**src/rtl/dll_pkg.sv**
```systemverilog
// Shared types and constants for the bounded doubly linked list.
package dll_pkg;

   localparam int unsigned DLL_CAPACITY = 32;

   localparam logic [2:0] CMD_INS_HEAD = 3'd0;
   localparam logic [2:0] CMD_INS_TAIL = 3'd1;
   localparam logic [2:0] CMD_INS_POS  = 3'd2;
   localparam logic [2:0] CMD_DEL_HEAD = 3'd3;
   localparam logic [2:0] CMD_DEL_TAIL = 3'd4;
   localparam logic [2:0] CMD_DEL_POS  = 3'd5;
   localparam logic [2:0] CMD_READ_OUT = 3'd6;

   localparam logic [1:0] ST_OK     = 2'd0;
   localparam logic [1:0] ST_EMPTY  = 2'd1;
   localparam logic [1:0] ST_BADPOS = 2'd2;
   localparam logic [1:0] ST_FULL   = 2'd3;

   typedef struct packed {
      logic [2:0]         cmd;
      logic signed [31:0] value;
      logic [7:0]         position;
   } req_type;

   typedef struct packed {
      logic [1:0]         status;
      logic signed [31:0] elem_value;
      logic               last;
   } rsp_type;

   typedef enum logic [1:0] {INS_FIRST, INS_HEAD, INS_TAIL, INS_MID} ins_kind_type;
   typedef enum logic [1:0] {VAL_ZERO, VAL_DELETED, VAL_TRAVERSE} val_sel_type;

   typedef enum logic [3:0] {
      S_IDLE, S_DECODE, S_TRV_START, S_TRV_RUN, S_INS_ALLOC, S_INS_WRITE,
      S_INS_LINK, S_DEL_FIX, S_RESP_OK, S_RESP_ERR
   } state_type;

   typedef struct packed {
      logic         ins;
      logic         del;
      logic         rd;
      logic         nop;
      logic         ins_bad;
      logic         full;
      logic         empty;
      logic         del_bad;
      logic         hit;
      logic         rsp_free;
      ins_kind_type ins_kind;
   } dp_status_type;

   typedef struct packed {
      logic        req_load;
      logic        trv_first;
      logic        trv_adv;
      logic        trv_latch;
      logic        alloc;
      logic        ins_write;
      logic        ins_link;
      logic        del_fix;
      logic        rsp_load;
      logic [1:0]  rsp_status;
      val_sel_type rsp_val;
      logic        rsp_last;
   } dp_cmd_type;

endpackage

```
**src/rtl/dll_ram.sv**
```systemverilog
// Generic single-write, single-read RAM with registered read data.
module dll_ram #(
   parameter int unsigned WIDTH = 32,
   parameter int unsigned DEPTH = 32
) (
   input  logic                     clock,
   input  logic                     wr_en,
   input  logic [$clog2(DEPTH)-1:0] wr_addr,
   input  logic [WIDTH-1:0]         wr_data,
   input  logic [$clog2(DEPTH)-1:0] rd_addr,
   output logic [WIDTH-1:0]         rd_data
);
   logic [WIDTH-1:0] mem_ff [DEPTH];
   logic [WIDTH-1:0] rd_data_ff;

   always_ff @(posedge clock) begin
      if (wr_en) begin
         mem_ff[wr_addr] <= wr_data;
      end
      rd_data_ff <= mem_ff[rd_addr];
   end

   assign rd_data = rd_data_ff;
endmodule

```
**src/rtl/dll_ctrl.sv**
```systemverilog
// Sequencing state machine for the linked list commands.
module dll_ctrl
   import dll_pkg::*;
(
   input  logic          clock,
   input  logic          reset,
   input  logic          req_valid,
   output logic          req_ready,
   input  dp_status_type st,
   output dp_cmd_type    cmd
);
   state_type state_ff, state_in;

   always_ff @(posedge clock) begin
      if (reset) begin
         state_ff <= S_IDLE;
      end else begin
         state_ff <= state_in;
      end
   end

   always_comb begin
      state_in = state_ff;
      case (state_ff)
         S_IDLE: begin
            if (req_valid) state_in = S_DECODE;
         end
         S_DECODE: begin
            if (st.nop) begin
               state_in = S_IDLE;
            end else if (st.ins) begin
               if (st.ins_bad || st.full) state_in = S_RESP_ERR;
               else if (st.ins_kind == INS_MID) state_in = S_TRV_START;
               else state_in = S_INS_ALLOC;
            end else if (st.del) begin
               if (st.empty || st.del_bad) state_in = S_RESP_ERR;
               else state_in = S_TRV_START;
            end else begin
               if (st.empty) state_in = S_RESP_ERR;
               else state_in = S_TRV_START;
            end
         end
         S_TRV_START: state_in = S_TRV_RUN;
         S_TRV_RUN: begin
            if (st.rd) begin
               if (st.rsp_free && st.hit) state_in = S_IDLE;
            end else if (st.hit) begin
               state_in = st.del ? S_DEL_FIX : S_INS_ALLOC;
            end
         end
         S_INS_ALLOC: state_in = S_INS_WRITE;
         S_INS_WRITE: state_in = (st.ins_kind == INS_MID) ? S_INS_LINK : S_RESP_OK;
         S_INS_LINK:  state_in = S_RESP_OK;
         S_DEL_FIX:   state_in = S_RESP_OK;
         S_RESP_OK, S_RESP_ERR: begin
            if (st.rsp_free) state_in = S_IDLE;
         end
         default: state_in = S_IDLE;
      endcase
   end

   always_comb begin
      cmd = '0;
      cmd.rsp_val = VAL_ZERO;
      cmd.rsp_status = ST_OK;
      req_ready = 1'b0;
      case (state_ff)
         S_IDLE: begin
            req_ready = 1'b1;
            cmd.req_load = req_valid;
         end
         S_TRV_START: cmd.trv_first = 1'b1;
         S_TRV_RUN: begin
            if (st.rd) begin
               if (st.rsp_free) begin
                  cmd.rsp_load = 1'b1;
                  cmd.rsp_val = VAL_TRAVERSE;
                  cmd.rsp_last = st.hit;
                  cmd.trv_adv = !st.hit;
               end
            end else if (st.hit) begin
               cmd.trv_latch = 1'b1;
            end else begin
               cmd.trv_adv = 1'b1;
            end
         end
         S_INS_ALLOC: cmd.alloc = 1'b1;
         S_INS_WRITE: cmd.ins_write = 1'b1;
         S_INS_LINK:  cmd.ins_link = 1'b1;
         S_DEL_FIX:   cmd.del_fix = 1'b1;
         S_RESP_OK: begin
            cmd.rsp_load = st.rsp_free;
            cmd.rsp_val = st.del ? VAL_DELETED : VAL_ZERO;
            cmd.rsp_last = 1'b1;
         end
         S_RESP_ERR: begin
            cmd.rsp_load = st.rsp_free;
            cmd.rsp_last = 1'b1;
            if (st.ins) cmd.rsp_status = st.ins_bad ? ST_BADPOS : ST_FULL;
            else if (st.del) cmd.rsp_status = st.empty ? ST_EMPTY : ST_BADPOS;
            else cmd.rsp_status = ST_EMPTY;
         end
         default: cmd.rsp_load = 1'b0;
      endcase
   end
endmodule

```
**src/rtl/dll_datapath.sv**
```systemverilog
// Link memories, list pointers, traversal engine and result register.
module dll_datapath
   import dll_pkg::*;
#(
   parameter int unsigned CAPACITY = DLL_CAPACITY
) (
   input  logic          clock,
   input  logic          reset,
   input  req_type       req_data,
   output logic          rsp_valid,
   input  logic          rsp_ready,
   output rsp_type       rsp_data,
   input  dp_cmd_type    cmd,
   output dp_status_type st
);
   localparam int unsigned SW = $clog2(CAPACITY);
   localparam int unsigned CW = $clog2(CAPACITY + 1);
   localparam int unsigned PW = ((CW > 8) ? CW : 8) + 1;

   req_type        req_ff;
   logic [CW-1:0]  count_ff, fsp_ff, fresh_ff, idx_ff;
   logic [SW-1:0]  head_ff, tail_ff, n_ff, addr_ff, s_ff, sn_ff, sprev_ff;
   logic [31:0]    sv_ff;
   logic           rsp_valid_ff;
   rsp_type        rsp_ff;

   logic [SW-1:0]  trv_addr, trv_start;
   logic [31:0]    val_rdata;
   logic [SW-1:0]  next_rdata, prev_rdata, free_rdata;
   logic [CW-1:0]  fsp_dec;

   logic           next_we, prev_we;
   logic [SW-1:0]  next_wa, next_wd, prev_wa, prev_wd;

   logic [PW-1:0]  cnt_x, pos_x, p_ins, p_del, tgt;

   assign cnt_x = PW'(count_ff);
   assign pos_x = PW'(req_ff.position);

   always_comb begin
      case (req_ff.cmd)
         CMD_INS_HEAD: p_ins = PW'(1);
         CMD_INS_TAIL: p_ins = cnt_x + PW'(1);
         default:      p_ins = pos_x;
      endcase
      case (req_ff.cmd)
         CMD_DEL_HEAD: p_del = PW'(1);
         CMD_DEL_TAIL: p_del = cnt_x;
         default:      p_del = pos_x;
      endcase
   end

   // Target index of the walk, counted from the start node.
   always_comb begin
      if (st.rd) tgt = cnt_x - PW'(1);
      else if (req_ff.cmd == CMD_DEL_TAIL) tgt = '0;
      else if (st.del) tgt = p_del - PW'(1);
      else tgt = p_ins - PW'(2);
   end

   assign trv_start = (req_ff.cmd == CMD_DEL_TAIL) ? tail_ff : head_ff;

   always_comb begin
      st.ins      = (req_ff.cmd == CMD_INS_HEAD) || (req_ff.cmd == CMD_INS_TAIL)
                 || (req_ff.cmd == CMD_INS_POS);
      st.del      = (req_ff.cmd == CMD_DEL_HEAD) || (req_ff.cmd == CMD_DEL_TAIL)
                 || (req_ff.cmd == CMD_DEL_POS);
      st.rd       = (req_ff.cmd == CMD_READ_OUT);
      st.nop      = !(st.ins || st.del || st.rd);
      st.ins_bad  = (p_ins == '0) || (p_ins > cnt_x + PW'(1));
      st.full     = (count_ff == CW'(CAPACITY));
      st.empty    = (count_ff == '0);
      st.del_bad  = (p_del == '0) || (p_del > cnt_x);
      st.hit      = (idx_ff == tgt[CW-1:0]);
      st.rsp_free = !rsp_valid_ff || rsp_ready;
      if (count_ff == '0) st.ins_kind = INS_FIRST;
      else if (p_ins == PW'(1)) st.ins_kind = INS_HEAD;
      else if (p_ins > cnt_x) st.ins_kind = INS_TAIL;
      else st.ins_kind = INS_MID;
   end

   assign trv_addr = cmd.trv_first ? trv_start : (cmd.trv_adv ? next_rdata : addr_ff);
   assign fsp_dec  = fsp_ff - 1'b1;

   // Link writes: at most one per memory in any cycle.
   always_comb begin
      next_we = 1'b0; next_wa = n_ff; next_wd = n_ff;
      prev_we = 1'b0; prev_wa = n_ff; prev_wd = n_ff;
      if (cmd.ins_write) begin
         case (st.ins_kind)
            INS_HEAD: begin
               next_we = 1'b1; next_wa = n_ff;    next_wd = head_ff;
               prev_we = 1'b1; prev_wa = head_ff; prev_wd = n_ff;
            end
            INS_TAIL: begin
               prev_we = 1'b1; prev_wa = n_ff;    prev_wd = tail_ff;
               next_we = 1'b1; next_wa = tail_ff; next_wd = n_ff;
            end
            INS_MID: begin
               next_we = 1'b1; next_wa = n_ff; next_wd = sn_ff;
               prev_we = 1'b1; prev_wa = n_ff; prev_wd = s_ff;
            end
            default: next_we = 1'b0;
         endcase
      end else if (cmd.ins_link) begin
         next_we = 1'b1; next_wa = s_ff;  next_wd = n_ff;
         prev_we = 1'b1; prev_wa = sn_ff; prev_wd = n_ff;
      end else if (cmd.del_fix && count_ff != CW'(1) && p_del != PW'(1)
                   && p_del != cnt_x) begin
         next_we = 1'b1; next_wa = sprev_ff; next_wd = sn_ff;
         prev_we = 1'b1; prev_wa = sn_ff;    prev_wd = sprev_ff;
      end
   end

   dll_ram #(.WIDTH(32), .DEPTH(CAPACITY)) u_value (
      .clock(clock), .wr_en(cmd.ins_write), .wr_addr(n_ff), .wr_data(req_ff.value),
      .rd_addr(trv_addr), .rd_data(val_rdata));
   dll_ram #(.WIDTH(SW), .DEPTH(CAPACITY)) u_next (
      .clock(clock), .wr_en(next_we), .wr_addr(next_wa), .wr_data(next_wd),
      .rd_addr(trv_addr), .rd_data(next_rdata));
   dll_ram #(.WIDTH(SW), .DEPTH(CAPACITY)) u_prev (
      .clock(clock), .wr_en(prev_we), .wr_addr(prev_wa), .wr_data(prev_wd),
      .rd_addr(trv_addr), .rd_data(prev_rdata));
   // Released slots are stacked here; never-used slots come from the fresh counter.
   dll_ram #(.WIDTH(SW), .DEPTH(CAPACITY)) u_free (
      .clock(clock), .wr_en(cmd.del_fix), .wr_addr(fsp_ff[SW-1:0]), .wr_data(s_ff),
      .rd_addr(fsp_dec[SW-1:0]), .rd_data(free_rdata));

   always_ff @(posedge clock) begin
      if (cmd.req_load) req_ff <= req_data;
      addr_ff <= trv_addr;
      if (cmd.trv_latch) begin
         s_ff     <= addr_ff;
         sn_ff    <= next_rdata;
         sprev_ff <= prev_rdata;
         sv_ff    <= val_rdata;
      end
      if (cmd.alloc) n_ff <= (fsp_ff != '0) ? free_rdata : fresh_ff[SW-1:0];
      if (cmd.rsp_load) begin
         rsp_ff.status <= cmd.rsp_status;
         rsp_ff.last   <= cmd.rsp_last;
         case (cmd.rsp_val)
            VAL_DELETED:  rsp_ff.elem_value <= sv_ff;
            VAL_TRAVERSE: rsp_ff.elem_value <= val_rdata;
            default:      rsp_ff.elem_value <= '0;
         endcase
      end
   end

   always_ff @(posedge clock) begin
      if (reset) begin
         count_ff     <= '0;
         fsp_ff       <= '0;
         fresh_ff     <= '0;
         idx_ff       <= '0;
         head_ff      <= '0;
         tail_ff      <= '0;
         rsp_valid_ff <= 1'b0;
      end else begin
         if (cmd.trv_first) idx_ff <= '0;
         else if (cmd.trv_adv) idx_ff <= idx_ff + 1'b1;

         if (cmd.alloc) begin
            if (fsp_ff != '0) fsp_ff <= fsp_dec;
            else fresh_ff <= fresh_ff + 1'b1;
         end

         if (cmd.ins_write) begin
            count_ff <= count_ff + 1'b1;
            case (st.ins_kind)
               INS_FIRST: begin head_ff <= n_ff; tail_ff <= n_ff; end
               INS_HEAD:  head_ff <= n_ff;
               INS_TAIL:  tail_ff <= n_ff;
               default:   head_ff <= head_ff;
            endcase
         end

         if (cmd.del_fix) begin
            count_ff <= count_ff - 1'b1;
            fsp_ff   <= fsp_ff + 1'b1;
            if (count_ff == CW'(1)) begin
               head_ff <= '0;
               tail_ff <= '0;
            end else if (p_del == PW'(1)) begin
               head_ff <= sn_ff;
            end else if (p_del == cnt_x) begin
               tail_ff <= sprev_ff;
            end
         end

         if (cmd.rsp_load) rsp_valid_ff <= 1'b1;
         else if (rsp_ready) rsp_valid_ff <= 1'b0;
      end
   end

   assign rsp_valid = rsp_valid_ff;
   assign rsp_data  = rsp_ff;
endmodule

```
**src/rtl/bounded_doubly_linked_list.sv**
```systemverilog
// Bounded doubly linked list of 32-bit signed values with a fixed slot pool.
// One command is handled at a time. Head and tail inserts need no walk. Every
// delete and every insert at an inner position walks the forward links one
// memory read per cycle; a delete at the head counts as position 1, and a
// delete at the tail starts its walk at the tail. A read out walks the list
// in the same way and waits whenever the result side stalls. Each result
// leaves through a register, and a rejected command answers without a walk.
// No clearing pass is needed after reset.
module bounded_doubly_linked_list
   import dll_pkg::*;
#(
   parameter int unsigned CAPACITY = DLL_CAPACITY
) (
   input  logic    clock,
   input  logic    reset,
   input  logic    req_valid,
   output logic    req_ready,
   input  req_type req_data,
   output logic    rsp_valid,
   input  logic    rsp_ready,
   output rsp_type rsp_data
);
   dp_status_type st;
   dp_cmd_type    cmd;

   dll_ctrl u_ctrl (
      .clock(clock), .reset(reset), .req_valid(req_valid), .req_ready(req_ready),
      .st(st), .cmd(cmd));

   dll_datapath #(.CAPACITY(CAPACITY)) u_datapath (
      .clock(clock), .reset(reset), .req_data(req_data), .rsp_valid(rsp_valid),
      .rsp_ready(rsp_ready), .rsp_data(rsp_data), .cmd(cmd), .st(st));
endmodule

```
**config.mk**
```make
export PLATFORM = sky130hd
export DESIGN_NAME = bounded_doubly_linked_list
export DESIGN_NICKNAME = d
export VERILOG_FILES = /design/src/rtl/dll_pkg.sv /design/src/rtl/dll_ram.sv /design/src/rtl/dll_ctrl.sv /design/src/rtl/dll_datapath.sv /design/src/rtl/bounded_doubly_linked_list.sv
export SDC_FILE = /design/constraint.sdc
export NUM_CORES = 2
export LEC_CHECK = 0
export ABC_AREA = 1
export BUFFER_PORTS_ARGS = -buffer_cell sky130_fd_sc_hd__buf_4
export CAP_MARGIN = 25
export CORE_ASPECT_RATIO = 1.5
export CORE_MARGIN = 4
export CORE_UTILIZATION = 63
export CTS_CLUSTER_DIAMETER = 150
export DETAILED_ROUTE_END_ITERATION = 7
export HOLD_SLACK_MARGIN = 0.12
export PLACE_DENSITY = 0.76
export SYNTH_ARGS = -nofsm -noshare
export SYNTH_HDL_FRONTEND = slang
export SYNTH_HIERARCHICAL = 1
export SYNTH_SLANG_ARGS = --single-unit
```
**constraint.sdc**
```tcl
create_clock -name clock -period 5.5 [get_ports clock]
set_input_delay 0.825 -clock clock [delete_from_list [all_inputs] [get_ports clock]]
set_output_delay 0.825 -clock clock [all_outputs]
set_load 0.02 [all_outputs]
```
Word level (Yosys, flattened, before mapping). Memories as Yosys holds them, arrays and structs flattened. A register that Yosys moved wholly into a read port is not among the register bits. Cells that the tools add are included.

RAM bits: 1504. Bits of input ports: 47. Memories kept: 4. Output and inout bits: 37. Bits in registers: 174.

Memories: u_datapath.u_value.mem_ff (depth 32, bits a word 32, rd ports 1, clocked after memory_dff 1, write ports 1, RTL line dll_ram.sv:13) `logic [WIDTH-1:0] mem_ff [DEPTH];`; u_datapath.u_free.mem_ff (depth 32, bits a word 5, rd ports 1, clocked after memory_dff 1, write ports 1, RTL line dll_ram.sv:13); u_datapath.u_next.mem_ff (depth 32, bits a word 5, rd ports 1, clocked after memory_dff 1, write ports 1, RTL line dll_ram.sv:13); u_datapath.u_prev.mem_ff (depth 32, bits a word 5, rd ports 1, clocked after memory_dff 1, write ports 1, RTL line dll_ram.sv:13).

Magnitude comparators: 3. Multiplexer cells: 95. Reductions and logical operators: 37. Equal/unequal tests: 33. Bitwise gates (word level): 1. Add/sub/neg operators: 10.

Operators with widths (count): $mux W5 (27); $pmux W32 S2 (1); $mux W4 (12); $mux W6 (8); $pmux W4 S8 (1); $pmux W8 S2 (2); $mux W1 (29); $add A6 B1 Y6 const B (4); $sub A6 B1 Y6 const B (4); $pmux W5 S2 (2); $logic_not A9 Y1 (2); $eq A4 B3 Y1 const B (4); $eq A8 B1 Y1 const B (2); $gt A8 B6 Y1 (2); $mux W2 (7); $logic_or A1 B1 Y1 (11); $reduce_or A2 Y1 (5); $eq A3 B3 Y1 const B (3); $mux W3 (3); $eq A4 B2 Y1 const B (2); $eq A4 B4 Y1 const B (2); $eq A8 B6 Y1 (1); $gt A8 B7 Y1 (1); $ne A8 B1 Y1 const B (1); 29 further kinds (43).

Logic depth before layout (Yosys ltp).
Depth in word-level cells: 14. Gate-level depth with buffers: 38.

Modules after synthesis. The synthesis kept the hierarchy.

Modules (own cells, without submodules): dll_ram (u_datapath.u_value) (sequential area each 31390.1 um2, cells an instance 3536, instances 1, area each 42405.7 um2); dll_ram (u_datapath.u_free ...) (sequential area each 4904.7 um2, cells an instance 595, instances 3, area each 6796.5 um2); dll_datapath (sequential area each 4684.5 um2, cells an instance 1006, instances 1, area each 8883.5 um2); dll_ctrl (sequential area each 80.1 um2, cells an instance 94, instances 1, area each 485.5 um2).

Worst setup path before layout. OpenSTA, ideal clock, no wires.

Path type: register -> register. Start point: reg u_datapath.count_ff[0]. End point: reg u_datapath.s_ff[0] (enable). Buffers on the path: 0. Setup slack: 0.840 ns. Data required time: 5.049 ns. Stages on the path, launching flop included: 18. Arrival: 4.208 ns. Cell sequence: dfxtp_1 inv_1 ha_1 inv_1 o21ai_2 o21ai_2 ha_1 a21oi_1 nand2_1 nand2_1 nor2_1 nor2_1 nand2_1 nor2_1 nand2_1 nor2_1 inv_1 nor2_1.

RTL lines: from (decl) (RTL line dll_datapath.sv:21) `logic [CW-1:0] count_ff, fsp_ff, fresh_ff, idx_ff;`; from (signal assigned) (RTL line dll_datapath.sv:169) `count_ff <= count_ff + 1'b1;`; from (signal assigned) (RTL line dll_datapath.sv:179) `count_ff <= count_ff - 1'b1;`; to (signal assigned) (RTL line dll_datapath.sv:133) `s_ff <= addr_ff;`; to (decl) (RTL line dll_datapath.sv:22) `logic [SW-1:0] head_ff, tail_ff, n_ff, addr_ff, s_ff, sn_ff, sprev_ff;`.

==> run metrics <==
setup TNS after final layout=0 ns; Post-Synth Simple-Gate Area=between 20% and 30%; share of the synthesized area in compound gates (AO/OA/AOI/OAI)=between 1 and 1.5%; clk_lat worst skew=roughly 0.79 ns; worst relative slew slack=between 20% and 30%; number of buffers created by CTS=152; top cell types by occurrence after synthesis=2436 x sky130_fd_sc_hd__nand2_1, 1634 x sky130_fd_sc_hd__edfxtp_1, 1253 x sky130_fd_sc_hd__nand3_1; end of the worst register-to-register path=u_datapath/u_next/rd_data[0]; drt first pass iters=8; Cells after DPL=a little under 8000; grt total ovfl=0; placement-stage cell area=between 0.07 and 0.08 mm²; Worst Path Max Fanout=30; most common flop cell mapped by yosys=sky130_fd_sc_hd__edfxtp_1; Seq/Total Area, Yosys=a little over two thirds; actual transition at the worst max-transition pin=roughly 1.1 ns; top cells by area in the synthesized netlist=sky130_fd_sc_hd__edfxtp_1 68%, sky130_fd_sc_hd__nand2_1 13%, sky130_fd_sc_hd__nand3_1 8.7%, sky130_fd_sc_hd__dfxtp_1 2.5%, sky130_fd_sc_hd__buf_6 1.5%; height of the die=approximately 420 µm; Post-Synthesis Net Count=around 6500; Synth top area share=68.0%; maximum buffer depth of the clock tree=3; reported leakage power=around 29 nW; maximum number of pins on one net before global-route repair=between 100 and 150; worst clock skew=between 0.03 and 0.04 ns; count of standard-cell rows=roughly 150; worst-case vdd ir drop=about 0.34 mV; post-synthesis cell count=6421; Most Frequent Cell on Critical Path=sky130_fd_sc_hd__nand2_1; count of input and output buffers=between 80 and 90; Synthesis Warnings=6; setup slack of the worst register-to-register path=~0.43 ns; fill cell total of the finished layout=between 7000 and 8000; origin of the critical flop-to-flop path=u_datapath/req_ff[41]; multiplexer area fraction after synthesis=0%; Synth area leader=sky130_fd_sc_hd__edfxtp_1; library cells used by synthesis=49; number of routed nets with antenna violations=0; Sequential cell area=~0.05 mm²; unrepaired setup endpoints after global routing=no; DP Wirelength=around 120000 µm; Max Clock Freq=roughly 200 MHz; share of synthesized cell area in full adder, half adder and majority cells=0.572%; worst setup slack after placement=0.383 ns; clock root buffer=sky130_fd_sc_hd__clkbuf_16; number of setup violations in the final report=0; Core Area=~0.11 mm²; TritonCTS clock tree=done; post-layout worst setup margin=0.432 ns; clock slew at the register clock pins of the worst setup and hold paths=around 0.06 ns; hold-critical path depth=1; vias in the first global route=around 48000; Diodes inserted=0; area used by multi-input combinational logic=~0.019 mm²; H-tree depth reported by CTS=4; delay of the slowest critical-path stage=about 0.49 ns; area of the mapped netlist=a little over 0.07 mm²; antenna violations before repair=1; count of final max-slew check failures=0; parity-gate share of the synthesized area counting xor and xnor cells=less than 1%; post-route fraction of the period consumed by the critical path=92.1%; cts-stage hold buffer count=0; WP data arrival=5.74 ns; drt drc=0; first-pass GRT wire length=~290000 µm; DIE AREA=0.120 mm²; R2R cell count=31; initial core utilization=a little under two thirds; Crit Path Class=flip-flop to flip-flop; largest family of logic cells by synthesized area=simple AND/OR/NAND/NOR gates; detailed-route wire length per cell=~24 µm; final layout net count=roughly 6600; worst hold endpoint=u_datapath/req_ff[13]; power density over the cells=340 mW/mm²; final estimated routing congestion in global placement=approximately 0.94; final hold viol count=0; launching element type of the critical path=flip-flop; sort of element at the end of the critical path=flip-flop; Mapped Avg Cell Area=around 11 µm²; detail-routed via count per cell=~6.2; fraction of final layout cells with drive strength greater than 1=slightly above 9%; #FFs+latches synth=approximately 1700; result of the run=finished clean; max-cap check violation count=0; final standard cell count with taps included and fillers excluded=8063; Sinks on Clock Net=1724; Async S/R FF share, synth=0%; number of synthesized flops with an enable pin=about 1600; vias after detailed routing=49806; total length of routed wires=between 150000 and 200000 µm; Period minus WS final=a little over 5 ns; final design area excluding fillers=0.0797 mm²; First DRT Iteration DRCs=about 6700; path class of the lowest-slack min-delay path=input pin to flip-flop; area delta synth->final=10.4%; worst path required time=slightly above 6 ns; IO Count=84; Horiz. Die Dim=284 µm; most common cell in the netlist=sky130_fd_sc_hd__nand2_1; cell with the biggest individual delay on the critical path=sky130_fd_sc_hd__edfxtp_1; overall track demand over capacity in global routing=around a third; startpoint of the most critical hold path=req_data[13]; worst hold slack=about 0.22 ns
power by group:
group          internal, W  leakage, nW  switching (W)  total (W)
registers           0.0147         15.5       0.000337     0.0150
logic             0.000370         11.5       0.000840    0.00121
clock network      0.00624         2.48        0.00461     0.0108
total               0.0213         29.4        0.00578     0.0271
flip-flops by register name (all words and copies together), names as in the netlist, 6 cells and up:
register and count:
u_datapath/pos_x 8, u_datapath/u_value/mem_ff 1024, u_datapath/u_free/mem_ff 160, u_datapath/idx_ff 6
u_datapath/fsp_ff 6, u_datapath/u_value/rd_data 32, u_datapath/u_prev/mem_ff 160, u_datapath/rsp_data 35
u_datapath/sv_ff 32, u_datapath/u_next/mem_ff 160, u_datapath/count_ff 6, u_datapath/req_ff 35
critical path, delay by kind of cell (launching register included):
family | cells | cell delay [ns]
fa+ha+maj | 1 | 0.29
simple gates | 22 | 1.86
compound gates | 4 | 1.07
buf+inv | 4 | 1.22
flops | 1 | 0.49
layer usage:
metal / global-route usage [%] / routed length, µm / vias up / part of all wire, %
met2: 53.2 / 95000 / 2917 / 49
met5: 0 / 8 / - / 0.0041
met3: 5.26 / 18500 / 705 / 9.5
met1: 38.8 / 66100 / 23865 / 34
li1: - / - / 22317 / -
met4: 21.2 / 14600 / 2 / 7.5
through the flow:
step	util, %	total power [W]
after global placement	65.4	0.0164
after CTS	70.2	0.0271
after floorplan	-	0.0159
final	70.3	0.0271
after detailed placement	65.7	0.0165
after global routing	70.3	0.0279
final cells by class:
class                   count  share of cell area, %
clock buffers             210                   5.40
clock inverters            69                  0.999
inverters                 167                  0.843
multi-input cells        4185                   23.3
flip-flops and latches   1724                   63.8
well taps                1453                   2.28
repair buffers            255                   3.31
worst max path at each step:
| stage | start | endpoint | slack, ns | cells after the start |
|---|---|---|---|---|
| 6_report | u_datapath/req_ff[41] | u_datapath/u_next/rd_data[0] | 0.43 | 31 |
| 5_1_grt | u_datapath/req_ff[42] | u_datapath/u_next/rd_data[4] | 0.06 | 30 |
| 4_1_cts | u_datapath/req_ff[41] | u_datapath/u_prev/rd_data[0] | 0.37 | 33 |
| 3_5_place_dp | u_datapath/req_ff[41] | u_datapath/u_prev/rd_data[0] | 0.38 | 33 |
| 3_3_place_gp | u_datapath/req_ff[41] | u_datapath/u_next/rd_data[4] | 0.35 | 33 |
| 2_1_floorplan | u_datapath/count_ff[0] | u_datapath/s_ff[0] | 0.84 | 17 |
cell families after synthesis:
| kind of cell | after synthesis |
|---|---|
| simple gates | 3969 |
| flops | 1724 |
| buf+inv | 512 |
| xor+xnor | 9 |
| compound gates | 174 |
| fa+ha+maj | 33 |
placed cells by master (no fill, tap or decap), types with 41 or more instances in the layout:
cell type                      n
sky130_fd_sc_hd__nor2_1      163
sky130_fd_sc_hd__inv_1       143
sky130_fd_sc_hd__buf_12       41
sky130_fd_sc_hd__edfxtp_1   1634
sky130_fd_sc_hd__nand2_1    2436
sky130_fd_sc_hd__a21oi_1      89
sky130_fd_sc_hd__dfxtp_1      90
sky130_fd_sc_hd__nand3_1    1253
sky130_fd_sc_hd__buf_4       201
sky130_fd_sc_hd__clkbuf_16   159
what timing repair did:
item	in CTS	in global routing
gates resized for setup	0	3
endpoints found under the setup margin	0	14
setup buffers	0	2
Note: power is estimated with default switching activity, not from simulation.
